==> src/hw/rtl/wpc_pkg.sv <==
// shared constants and types of the window peak counter
`default_nettype none

package wpc_pkg;

  // default sizing of the block
  localparam int WPC_WINDOW_MAX  = 1024;
  localparam int WPC_STREAM_MAX  = 65536;
  localparam int WPC_SAMPLE_BITS = 32;

  // width of the window length register and of the peak counters
  localparam int CNT_W = 11;

  // shortest usable window and counter ceiling
  localparam logic [CNT_W-1:0] K_MIN  = 11'd3;
  localparam logic [CNT_W-1:0] RC_MAX = 11'h7FF;

  // status from the update core to the ring control
  typedef struct packed {
    logic active;   // word lies within the kept part of the stream
    logic peak_we;  // a peak flag is written for this word
    logic is_peak;  // value of that flag
  } wpc_stat_t;

endpackage

`default_nettype wire

==> src/hw/rtl/wpc_ring.sv <==
// ring memory of peak flags, one write and one registered read per cycle
`default_nettype none

module wpc_ring #(
  parameter int DEPTH = 1024,
  parameter int AW    = 10
) (
  input  wire logic          clk,
  input  wire logic          we,
  input  wire logic [AW-1:0] waddr,
  input  wire logic          wdata,
  input  wire logic          re,
  input  wire logic [AW-1:0] raddr,
  output logic               rdata
);

  logic mem [DEPTH];
  logic rdata_r;

  // write port
  always_ff @(posedge clk) begin
    if (we) begin
      mem[waddr] <= wdata;
    end
  end

  // registered read port, old data on a same-address write
  always_ff @(posedge clk) begin
    if (re) begin
      rdata_r <= mem[raddr];
    end
  end

  assign rdata = rdata_r;

endmodule

`default_nettype wire

==> src/hw/rtl/wpc_core.sv <==
// per-word update of peak count, best window and stream position
`default_nettype none

module wpc_core
  import wpc_pkg::*;
#(
  parameter int STREAM_MAX  = WPC_STREAM_MAX,
  parameter int SAMPLE_BITS = WPC_SAMPLE_BITS
) (
  input  wire logic                        clk,
  input  wire logic                        rst_n,
  input  wire logic                        go,
  input  wire logic [SAMPLE_BITS-1:0]      sample,
  input  wire logic                        last,
  input  wire logic [CNT_W-1:0]            k_eff,
  input  wire logic                        leave_flag,
  output wpc_stat_t                        stat,
  output logic [CNT_W-1:0]                 res_parts,
  output logic [$clog2(STREAM_MAX):0]      res_start,
  output logic                             res_short
);

  localparam int POS_W = $clog2(STREAM_MAX + 1);
  localparam int BI_W  = $clog2(STREAM_MAX);
  localparam int BS_W  = BI_W + 1;
  localparam int CMP_W = ((POS_W > CNT_W) ? POS_W : CNT_W) + 1;
  localparam logic [SAMPLE_BITS-1:0] SIGN_BIT = {1'b1, {(SAMPLE_BITS-1){1'b0}}};

  logic [SAMPLE_BITS-1:0] prev_r, prev_nxt;
  logic [SAMPLE_BITS-1:0] pprev_r, pprev_nxt;
  logic [CNT_W-1:0]       rc_r, rc_nxt;
  logic [CNT_W-1:0]       best_r, best_nxt;
  logic [BI_W-1:0]        bidx_r, bidx_nxt;
  logic [POS_W-1:0]       pos_r, pos_nxt;

  logic [SAMPLE_BITS-1:0] key;
  logic [CMP_W-1:0]       j_x, k_x, jp1_x;
  logic                   active, peak_we, is_peak, rc_dec;
  logic [CNT_W-1:0]       rc_a, rc_b, best_a;
  logic [BI_W-1:0]        bidx_a;
  logic [POS_W-1:0]       pos_a;

  // order-preserving key and peak test
  assign key     = sample ^ SIGN_BIT;
  assign j_x     = CMP_W'(pos_r);
  assign k_x     = CMP_W'(k_eff);
  assign jp1_x   = j_x + CMP_W'(1);
  assign active  = (pos_r < POS_W'(STREAM_MAX));
  assign peak_we = active && (j_x >= CMP_W'(2));
  assign is_peak = (prev_r > pprev_r) && (prev_r > key);

  // window count: drop the leaving flag, add the new one, saturating
  assign rc_dec = peak_we && (j_x >= k_x) && leave_flag && (rc_r != '0);
  assign rc_a   = rc_dec ? rc_r - CNT_W'(1) : rc_r;
  assign rc_b   = (peak_we && is_peak && (rc_a != RC_MAX)) ? rc_a + CNT_W'(1) : rc_a;

  // best window, earliest kept on ties
  always_comb begin
    best_a = best_r;
    bidx_a = bidx_r;
    if (active) begin
      if (jp1_x == k_x) begin
        best_a = rc_b;
        bidx_a = '0;
      end else if ((jp1_x > k_x) && (rc_b > best_r)) begin
        best_a = rc_b;
        bidx_a = BI_W'(j_x - k_x + CMP_W'(1));
      end
    end
  end

  assign pos_a = active ? pos_r + POS_W'(1) : pos_r;

  // result for a closing word
  always_comb begin
    res_short = (CMP_W'(pos_a) < k_x);
    if (res_short) begin
      res_parts = CNT_W'(1);
      res_start = BS_W'(1);
    end else begin
      res_parts = best_a + CNT_W'(1);
      res_start = BS_W'(bidx_a) + BS_W'(1);
    end
  end

  // next state: advance, or clear after the closing word
  always_comb begin
    prev_nxt  = prev_r;
    pprev_nxt = pprev_r;
    rc_nxt    = rc_r;
    best_nxt  = best_r;
    bidx_nxt  = bidx_r;
    pos_nxt   = pos_r;
    if (go) begin
      if (last) begin
        prev_nxt  = '0;
        pprev_nxt = '0;
        rc_nxt    = '0;
        best_nxt  = '0;
        bidx_nxt  = '0;
        pos_nxt   = '0;
      end else begin
        if (active) begin
          prev_nxt  = key;
          pprev_nxt = prev_r;
          rc_nxt    = rc_b;
        end
        best_nxt = best_a;
        bidx_nxt = bidx_a;
        pos_nxt  = pos_a;
      end
    end
  end

  always_ff @(posedge clk) begin
    if (!rst_n) begin
      prev_r  <= '0;
      pprev_r <= '0;
      rc_r    <= '0;
      best_r  <= '0;
      bidx_r  <= '0;
      pos_r   <= '0;
    end else begin
      prev_r  <= prev_nxt;
      pprev_r <= pprev_nxt;
      rc_r    <= rc_nxt;
      best_r  <= best_nxt;
      bidx_r  <= bidx_nxt;
      pos_r   <= pos_nxt;
    end
  end

  assign stat.active  = active;
  assign stat.peak_we = peak_we;
  assign stat.is_peak = is_peak;

endmodule

`default_nettype wire

==> src/hw/rtl/window_peak_count_max_unit.sv <==
// top level of the sliding-window peak counter
// Takes one signed sample word per cycle unless the input stalls; a word can be
// accepted in the cycle after the previous one with no gap. Each word is held in an
// input register while its leaving peak flag is read from the flag ring, then updates
// the counters; the result of a stream is loaded into the output register when its
// last word leaves the input register. The flag ring is a single memory of
// WINDOW_MAX bits with one write and one read each cycle; a flag written by one word
// and read by the next is forwarded around it. The input stalls only when a last
// word finds the output register full and stalled. No clearing pass is needed after
// reset: flags are read only after being written in the same stream.
`default_nettype none

module window_peak_count_max_unit
  import wpc_pkg::*;
#(
  parameter int WINDOW_MAX  = WPC_WINDOW_MAX,
  parameter int STREAM_MAX  = WPC_STREAM_MAX,
  parameter int SAMPLE_BITS = WPC_SAMPLE_BITS
) (
  input  wire logic                          clk,
  input  wire logic                          rst_n,
  input  wire logic                          cfg_we,
  input  wire logic [CNT_W-1:0]              cfg_window_len,
  input  wire logic                          in_valid,
  output logic                               in_stall,
  input  wire logic signed [SAMPLE_BITS-1:0] in_sample,
  input  wire logic                          in_last,
  output logic                               out_valid,
  input  wire logic                          out_stall,
  output logic [CNT_W-1:0]                   out_parts,
  output logic [$clog2(STREAM_MAX):0]        out_best_start,
  output logic                               out_too_short
);

  localparam int AW   = $clog2(WINDOW_MAX);
  localparam int BS_W = $clog2(STREAM_MAX) + 1;
  localparam int LW   = ((AW > CNT_W) ? AW : CNT_W) + 1;

  logic [CNT_W-1:0]       window_len_r;
  logic [CNT_W-1:0]       k_eff;

  logic                   s1_valid_r, s1_valid_nxt;
  logic [SAMPLE_BITS-1:0] s1_sample_r;
  logic                   s1_last_r;
  logic                   accept, go;

  logic [AW-1:0]          rp_r, rp_nxt, rp_step, wr_addr, leave_in;
  logic [LW-1:0]          rp_x, km1_x, leave_x;
  logic                   fwd_r, fwd_val_r, rd_flag, leave_flag;

  wpc_stat_t              stat;
  logic [CNT_W-1:0]       res_parts;
  logic [BS_W-1:0]        res_start;
  logic                   res_short;

  logic                   out_valid_r;
  logic [CNT_W-1:0]       out_parts_r;
  logic [BS_W-1:0]        out_start_r;
  logic                   out_short_r;

  // window length register
  always_ff @(posedge clk) begin
    if (!rst_n) begin
      window_len_r <= K_MIN;
    end else if (cfg_we) begin
      window_len_r <= cfg_window_len;
    end
  end

  // clamp the window length to the usable range
  always_comb begin
    if (window_len_r < K_MIN) begin
      k_eff = K_MIN;
    end else if (32'(window_len_r) > 32'(WINDOW_MAX)) begin
      k_eff = CNT_W'(WINDOW_MAX);
    end else begin
      k_eff = window_len_r;
    end
  end

  // handshake: a closing word waits only for a free output slot
  assign go       = s1_valid_r && (!s1_last_r || !out_valid_r || !out_stall);
  assign in_stall = s1_valid_r && !go;
  assign accept   = in_valid && !in_stall;

  always_comb begin
    s1_valid_nxt = s1_valid_r;
    if (accept) begin
      s1_valid_nxt = 1'b1;
    end else if (go) begin
      s1_valid_nxt = 1'b0;
    end
  end

  // input word register
  always_ff @(posedge clk) begin
    if (!rst_n) begin
      s1_valid_r <= 1'b0;
    end else begin
      s1_valid_r <= s1_valid_nxt;
    end
  end

  always_ff @(posedge clk) begin
    if (accept) begin
      s1_sample_r <= in_sample;
      s1_last_r   <= in_last;
    end
  end

  // ring pointer: slot of the current position
  assign wr_addr = (rp_r == '0) ? AW'(WINDOW_MAX - 1) : rp_r - AW'(1);
  assign rp_step = (rp_r == AW'(WINDOW_MAX - 1)) ? '0 : rp_r + AW'(1);

  always_comb begin
    rp_nxt = rp_r;
    if (go) begin
      if (s1_last_r) begin
        rp_nxt = '0;
      end else if (stat.active) begin
        rp_nxt = rp_step;
      end
    end
  end

  always_ff @(posedge clk) begin
    if (!rst_n) begin
      rp_r <= '0;
    end else begin
      rp_r <= rp_nxt;
    end
  end

  // slot of the flag leaving the window of the incoming word
  assign rp_x     = LW'(rp_nxt);
  assign km1_x    = LW'(k_eff) - LW'(1);
  assign leave_x  = (rp_x >= km1_x) ? rp_x - km1_x : rp_x + LW'(WINDOW_MAX) - km1_x;
  assign leave_in = leave_x[AW-1:0];

  wpc_ring #(
    .DEPTH (WINDOW_MAX),
    .AW    (AW)
  ) u_ring (
    .clk   (clk),
    .we    (go && stat.peak_we),
    .waddr (wr_addr),
    .wdata (stat.is_peak),
    .re    (accept),
    .raddr (leave_in),
    .rdata (rd_flag)
  );

  // forward a flag written in the same cycle it is read
  always_ff @(posedge clk) begin
    if (!rst_n) begin
      fwd_r <= 1'b0;
    end else if (accept) begin
      fwd_r <= go && stat.peak_we && (leave_in == wr_addr);
    end
  end

  always_ff @(posedge clk) begin
    if (accept) begin
      fwd_val_r <= stat.is_peak;
    end
  end

  assign leave_flag = fwd_r ? fwd_val_r : rd_flag;

  wpc_core #(
    .STREAM_MAX  (STREAM_MAX),
    .SAMPLE_BITS (SAMPLE_BITS)
  ) u_core (
    .clk        (clk),
    .rst_n      (rst_n),
    .go         (go),
    .sample     (s1_sample_r),
    .last       (s1_last_r),
    .k_eff      (k_eff),
    .leave_flag (leave_flag),
    .stat       (stat),
    .res_parts  (res_parts),
    .res_start  (res_start),
    .res_short  (res_short)
  );

  // output register
  always_ff @(posedge clk) begin
    if (!rst_n) begin
      out_valid_r <= 1'b0;
    end else if (go && s1_last_r) begin
      out_valid_r <= 1'b1;
    end else if (!out_stall) begin
      out_valid_r <= 1'b0;
    end
  end

  always_ff @(posedge clk) begin
    if (go && s1_last_r) begin
      out_parts_r <= res_parts;
      out_start_r <= res_start;
      out_short_r <= res_short;
    end
  end

  assign out_valid      = out_valid_r;
  assign out_parts      = out_parts_r;
  assign out_best_start = out_start_r;
  assign out_too_short  = out_short_r;

endmodule

`default_nettype wire

==> config.mk <==
export PLATFORM = sky130hd
export DESIGN_NAME = window_peak_count_max_unit
export DESIGN_NICKNAME = d
export VERILOG_FILES = /design/src/hw/rtl/wpc_pkg.sv /design/src/hw/rtl/wpc_ring.sv /design/src/hw/rtl/wpc_core.sv /design/src/hw/rtl/window_peak_count_max_unit.sv
export SDC_FILE = /design/constraint.sdc
export NUM_CORES = 2
export LEC_CHECK = 0
export BUFFER_PORTS_ARGS = -buffer_cell sky130_fd_sc_hd__clkbuf_2
export CAP_MARGIN = 20
export CORE_MARGIN = 2
export CORE_UTILIZATION = 35
export CTS_BUF_LIST = sky130_fd_sc_hd__clkbuf_16
export CTS_CLUSTER_DIAMETER = 30
export DETAILED_ROUTE_END_ITERATION = 6
export GPL_TIMING_DRIVEN = 1
export SYNTH_ARGS = -nofsm -noshare
export SYNTH_HDL_FRONTEND = slang
export SYNTH_SLANG_ARGS = --single-unit
==> constraint.sdc <==
create_clock -name clk -period 34.7 [get_ports clk]
set_input_delay 1.735 -clock clk [delete_from_list [all_inputs] [get_ports clk]]
set_output_delay 1.735 -clock clk [all_outputs]
set_load 0.05 [all_outputs]
==> impl_metrics.csv <==
group,metric,value,unit
sta,holdWs,0.479,ns
synth,yosysWarningCount,0,
pwr,switching_share,22.8,%
setup_path,rrSetupSlack,26.05,ns
synth,syn_area,58000,sq um
synth,synth_top_area_cell,"edfxtp_1",
setup_path,path_class,"register to register",
clock_network,ctsHoldBuffers,0,
pwr,irDropWorstVdd,44.1,uV
sta,period_needed,8.65,ns
pwr,p_int,3.79,mW
layout,area_delta_synth_final,22.9,%
clock_network,cts_max_level,5,
global_routing,grt.busiest_layer,"met2",
synth,async_reset_ff_share,0,%
pwr,total_power,4.91,mW
sta,hold_viol,0,
min_path,hold_path.class,"register to register",
setup_path,cp.required,35.31,ns
flow_run,max_cap_viol_count,0,
placement,place_congestion,0.807,
synth,syn_nets,4586,
sta,worst_pin_slew,1.37,ns
sta,layout_worst_path_cycle_share,24.9,%
synth,syn_area_per_cell,13.3,sq um
die,die_y,411,um
synth,synth-main-ff-cell,"edfxtp_1",
layout,layout-drive-gt1-share,22.1,%
global_routing,met3_usage,3.56,%
clock_network,cts_setup_buffers,0,
die,io_pins,80,
sta,rsz0062_at_grt,"no",
synth,synth_edf_count,1088,
placement,dp_hpwl,80.1,mm
route,dr.pass1.iters,6,
clock_network,clock_path_buffers,4,
global_routing,grt_overflow,0,
clock_network,cts_sinks,1231,
die,die_width,411,um
clock_network,clkTransAtPathRegs,0.04,ns
sta,slew_violations,0,
route,vias_per_cell,5.40,
global_routing,grt_usage,18.3,%
outcome,status,"finished, final reports clean",
pwr,power_frac_seq,33.0,%
pwr,switchingPower,1.12,mW
placement,postPlaceCellArea,60500,sq um
route,drt_iter0_drc,4563,
global_routing,met2_usage,28.5,%
synth,synth_seq_cells,1231,
global_routing,grt_max_degree,289,
pwr,total_leakage_power,24.7,nW
global_routing,antenna_found_initial,1,
synth,yosysUniqueCellTypes,88,
layout,filler_cell_count,14800,
global_routing,grt_pass1_wl,234,mm
sta,tns,0,ns
clock_network,cts-resized-gates,0,
sta,max_slew_margin,8.82,%
setup_path,cp_max_fo,16,
layout,fin_area,71300,sq um
setup_path,cpMostUsedCell,"ha_1",
setup_path,critical_path.slowest_cell,"o21ai_0",
pwr,cellPowerDensity,68.9,nW/um^2
pwr,clkPwrFrac,57.0,%
setup_path,max_stage_delay,0.87,ns
sta,clock-skew-final,0.117,ns
route,wl_per_cell,22.7,um
synth,ys_seq_area_share,61.3,%
clock_network,root_buffer,"clkbuf_16",
layout,final_cell_mix,"1118 x nor2_1, 1088 x edfxtp_1, 341 x mux4_2",
synth,syn_inst,4375,
die,core_area,165000,sq um
clock_network,tritoncts,"built",
route,num_vias,37300,
route,finalWirelength,157,mm
die,row_count,149,
synth,synth_top_area_share,56.3,%
sta,setup_viol,0,
sta,timing.fmax,116,MHz
placement,portBuffers,79,
die,fp.dieArea,169000,sq um
route,drc,0,
setup_path,crit_arrival,9.27,ns
die,initial_utilization,35.2,%
route,drtAntennaViolNets,0,
clock_network,numCtsBuffers,310,
pwr,combPwrFrac,10.0,%
clock_network,clock_latency,0.92,ns
layout,regArea,35500,sq um
layout,multi_input_area,20900,sq um
synth,synthTopCellsByArea,"edfxtp_1 56%, mux4_2 13%, nor2_1 7.3%, dfxtp_1 4.9%, ha_1 3.4%",
global_routing,use_met1,25.6,%
global_routing,grt_pass1_vias,37000,
setup_path,crit_path_end_kind,"register",
layout,nets,4703,
layout,mostFrequentLayoutCell,"nor2_1",
layout,final_util,43.3,%
setup_path,start_kind,"register",
==> final timing paths <==
path / start / to / cells after the start
worst min-delay path: u_core.best_r[2] / u_core.best_r[2] / 2
worst max-delay path: window_len_r[2] / out_parts[10] / 31
worst min register to register: u_core.best_r[2] / u_core.best_r[2] / 2
worst max register to register: window_len_r[2] / out_parts[10] / 31
==> per-layer routing <==
layer	vias to the layer above	routed length [um]
li1	16400	-
met1	19100	67200
met2	1525	72700
met3	343	12700
met4	0	4490
met5	-	0
==> final cells by class <==
cell class | count | area share (%)
diodes | 1 | 0.00351
flip-flops and latches | 1231 | 49.8
clock inverters | 228 | 3.28
repair buffers | 160 | 2.06
well taps | 2189 | 3.84
clock buffers | 313 | 11.0
multi-input cells | 2666 | 29.4
inverters | 123 | 0.647
==> worst max-delay path, delay by kind of cell, from the launching register on <==
kind	cells	cell delay (ns)
AO/OA/AOI/OAI	12	3.89
AND/OR/NAND/NOR	13	2.43
adder cells (fa/ha/maj)	3	1.05
buffers and inverters	2	0.40
flip-flops	1	0.39
multiplexers	1	0.30
==> state kept, by name (all words and copies together) (netlist names) <==
name	count
u_core.prev_r	32
u_core.best_r	11
s1_last_r	1
fwd_r	1
s1_sample_r	32
s1_valid_r	1
out_too_short	1
out_parts	11
u_core.bidx_r	16
u_ring.rdata	1
u_core.pprev_r	32
rp_r	10
u_core.rc_r	11
window_len_r	11
out_best_start	17
u_ring.mem	1024
out_valid	1
u_core.pos_r	17
fwd_val_r	1
==> logic make-up (layout without fill, tap and decap cells) <==
family	after synthesis	after routing	synth area share, %
AND/OR/NAND/NOR	1668	1668	12.5
flip-flops	1231	1231	61.3
buffers and inverters	478	824	3.13
AO/OA/AOI/OAI	373	373	4.38
multiplexers	366	366	13.7
adder cells (fa/ha/maj)	162	162	3.57
XOR/XNOR	97	97	1.46
other	0	1	0
==> stage by stage <==
stage / std cells / setup slack [ns]
after detailed placement: 6345 / 25.75
after CTS: 6886 / 26.10
after global routing: 6910 / 25.45
after floorplan: 4375 / 4.62
after global placement: 6345 / 25.78
final: 6911 / 26.05
==> cells in the mapped netlist, drive strengths merged (4+ instances only) <==
cell     number
nor3         46
mux2i        19
a31oi        15
inv         123
o211ai        8
and2         25
dfxtp       143
a21boi       13
o31ai        17
nand3b        4
and4b         4
a211oi        6
mux4        341
fa            6
xor2         38
clkbuf      296
edfxtp     1088
o21ai        67
o21a         12
nand3        34
xnor2        59
or4           7
nand2       160
o221ai        4
and3         24
nand2b       11
and4          4
a21o         13
nand4        33
ha          156
buf          59
or2           6
o2bb2ai       4
o21bai        4
nor2b       149
a21oi        73
a22oi       103
nor2       1124
nor4         20
or3           7
mux2          6
==> power by group through the flow <==
stage	clock (mW)	sequential (mW)	combinational (mW)
after floorplan	0	1.66	0.347
after global placement	0	1.65	0.489
after detailed placement	0	1.65	0.492
after CTS	2.83	1.62	0.494
after global routing	2.91	1.62	0.519
final	2.80	1.62	0.491
No activity file was read; power rests on OpenSTA's default activity.
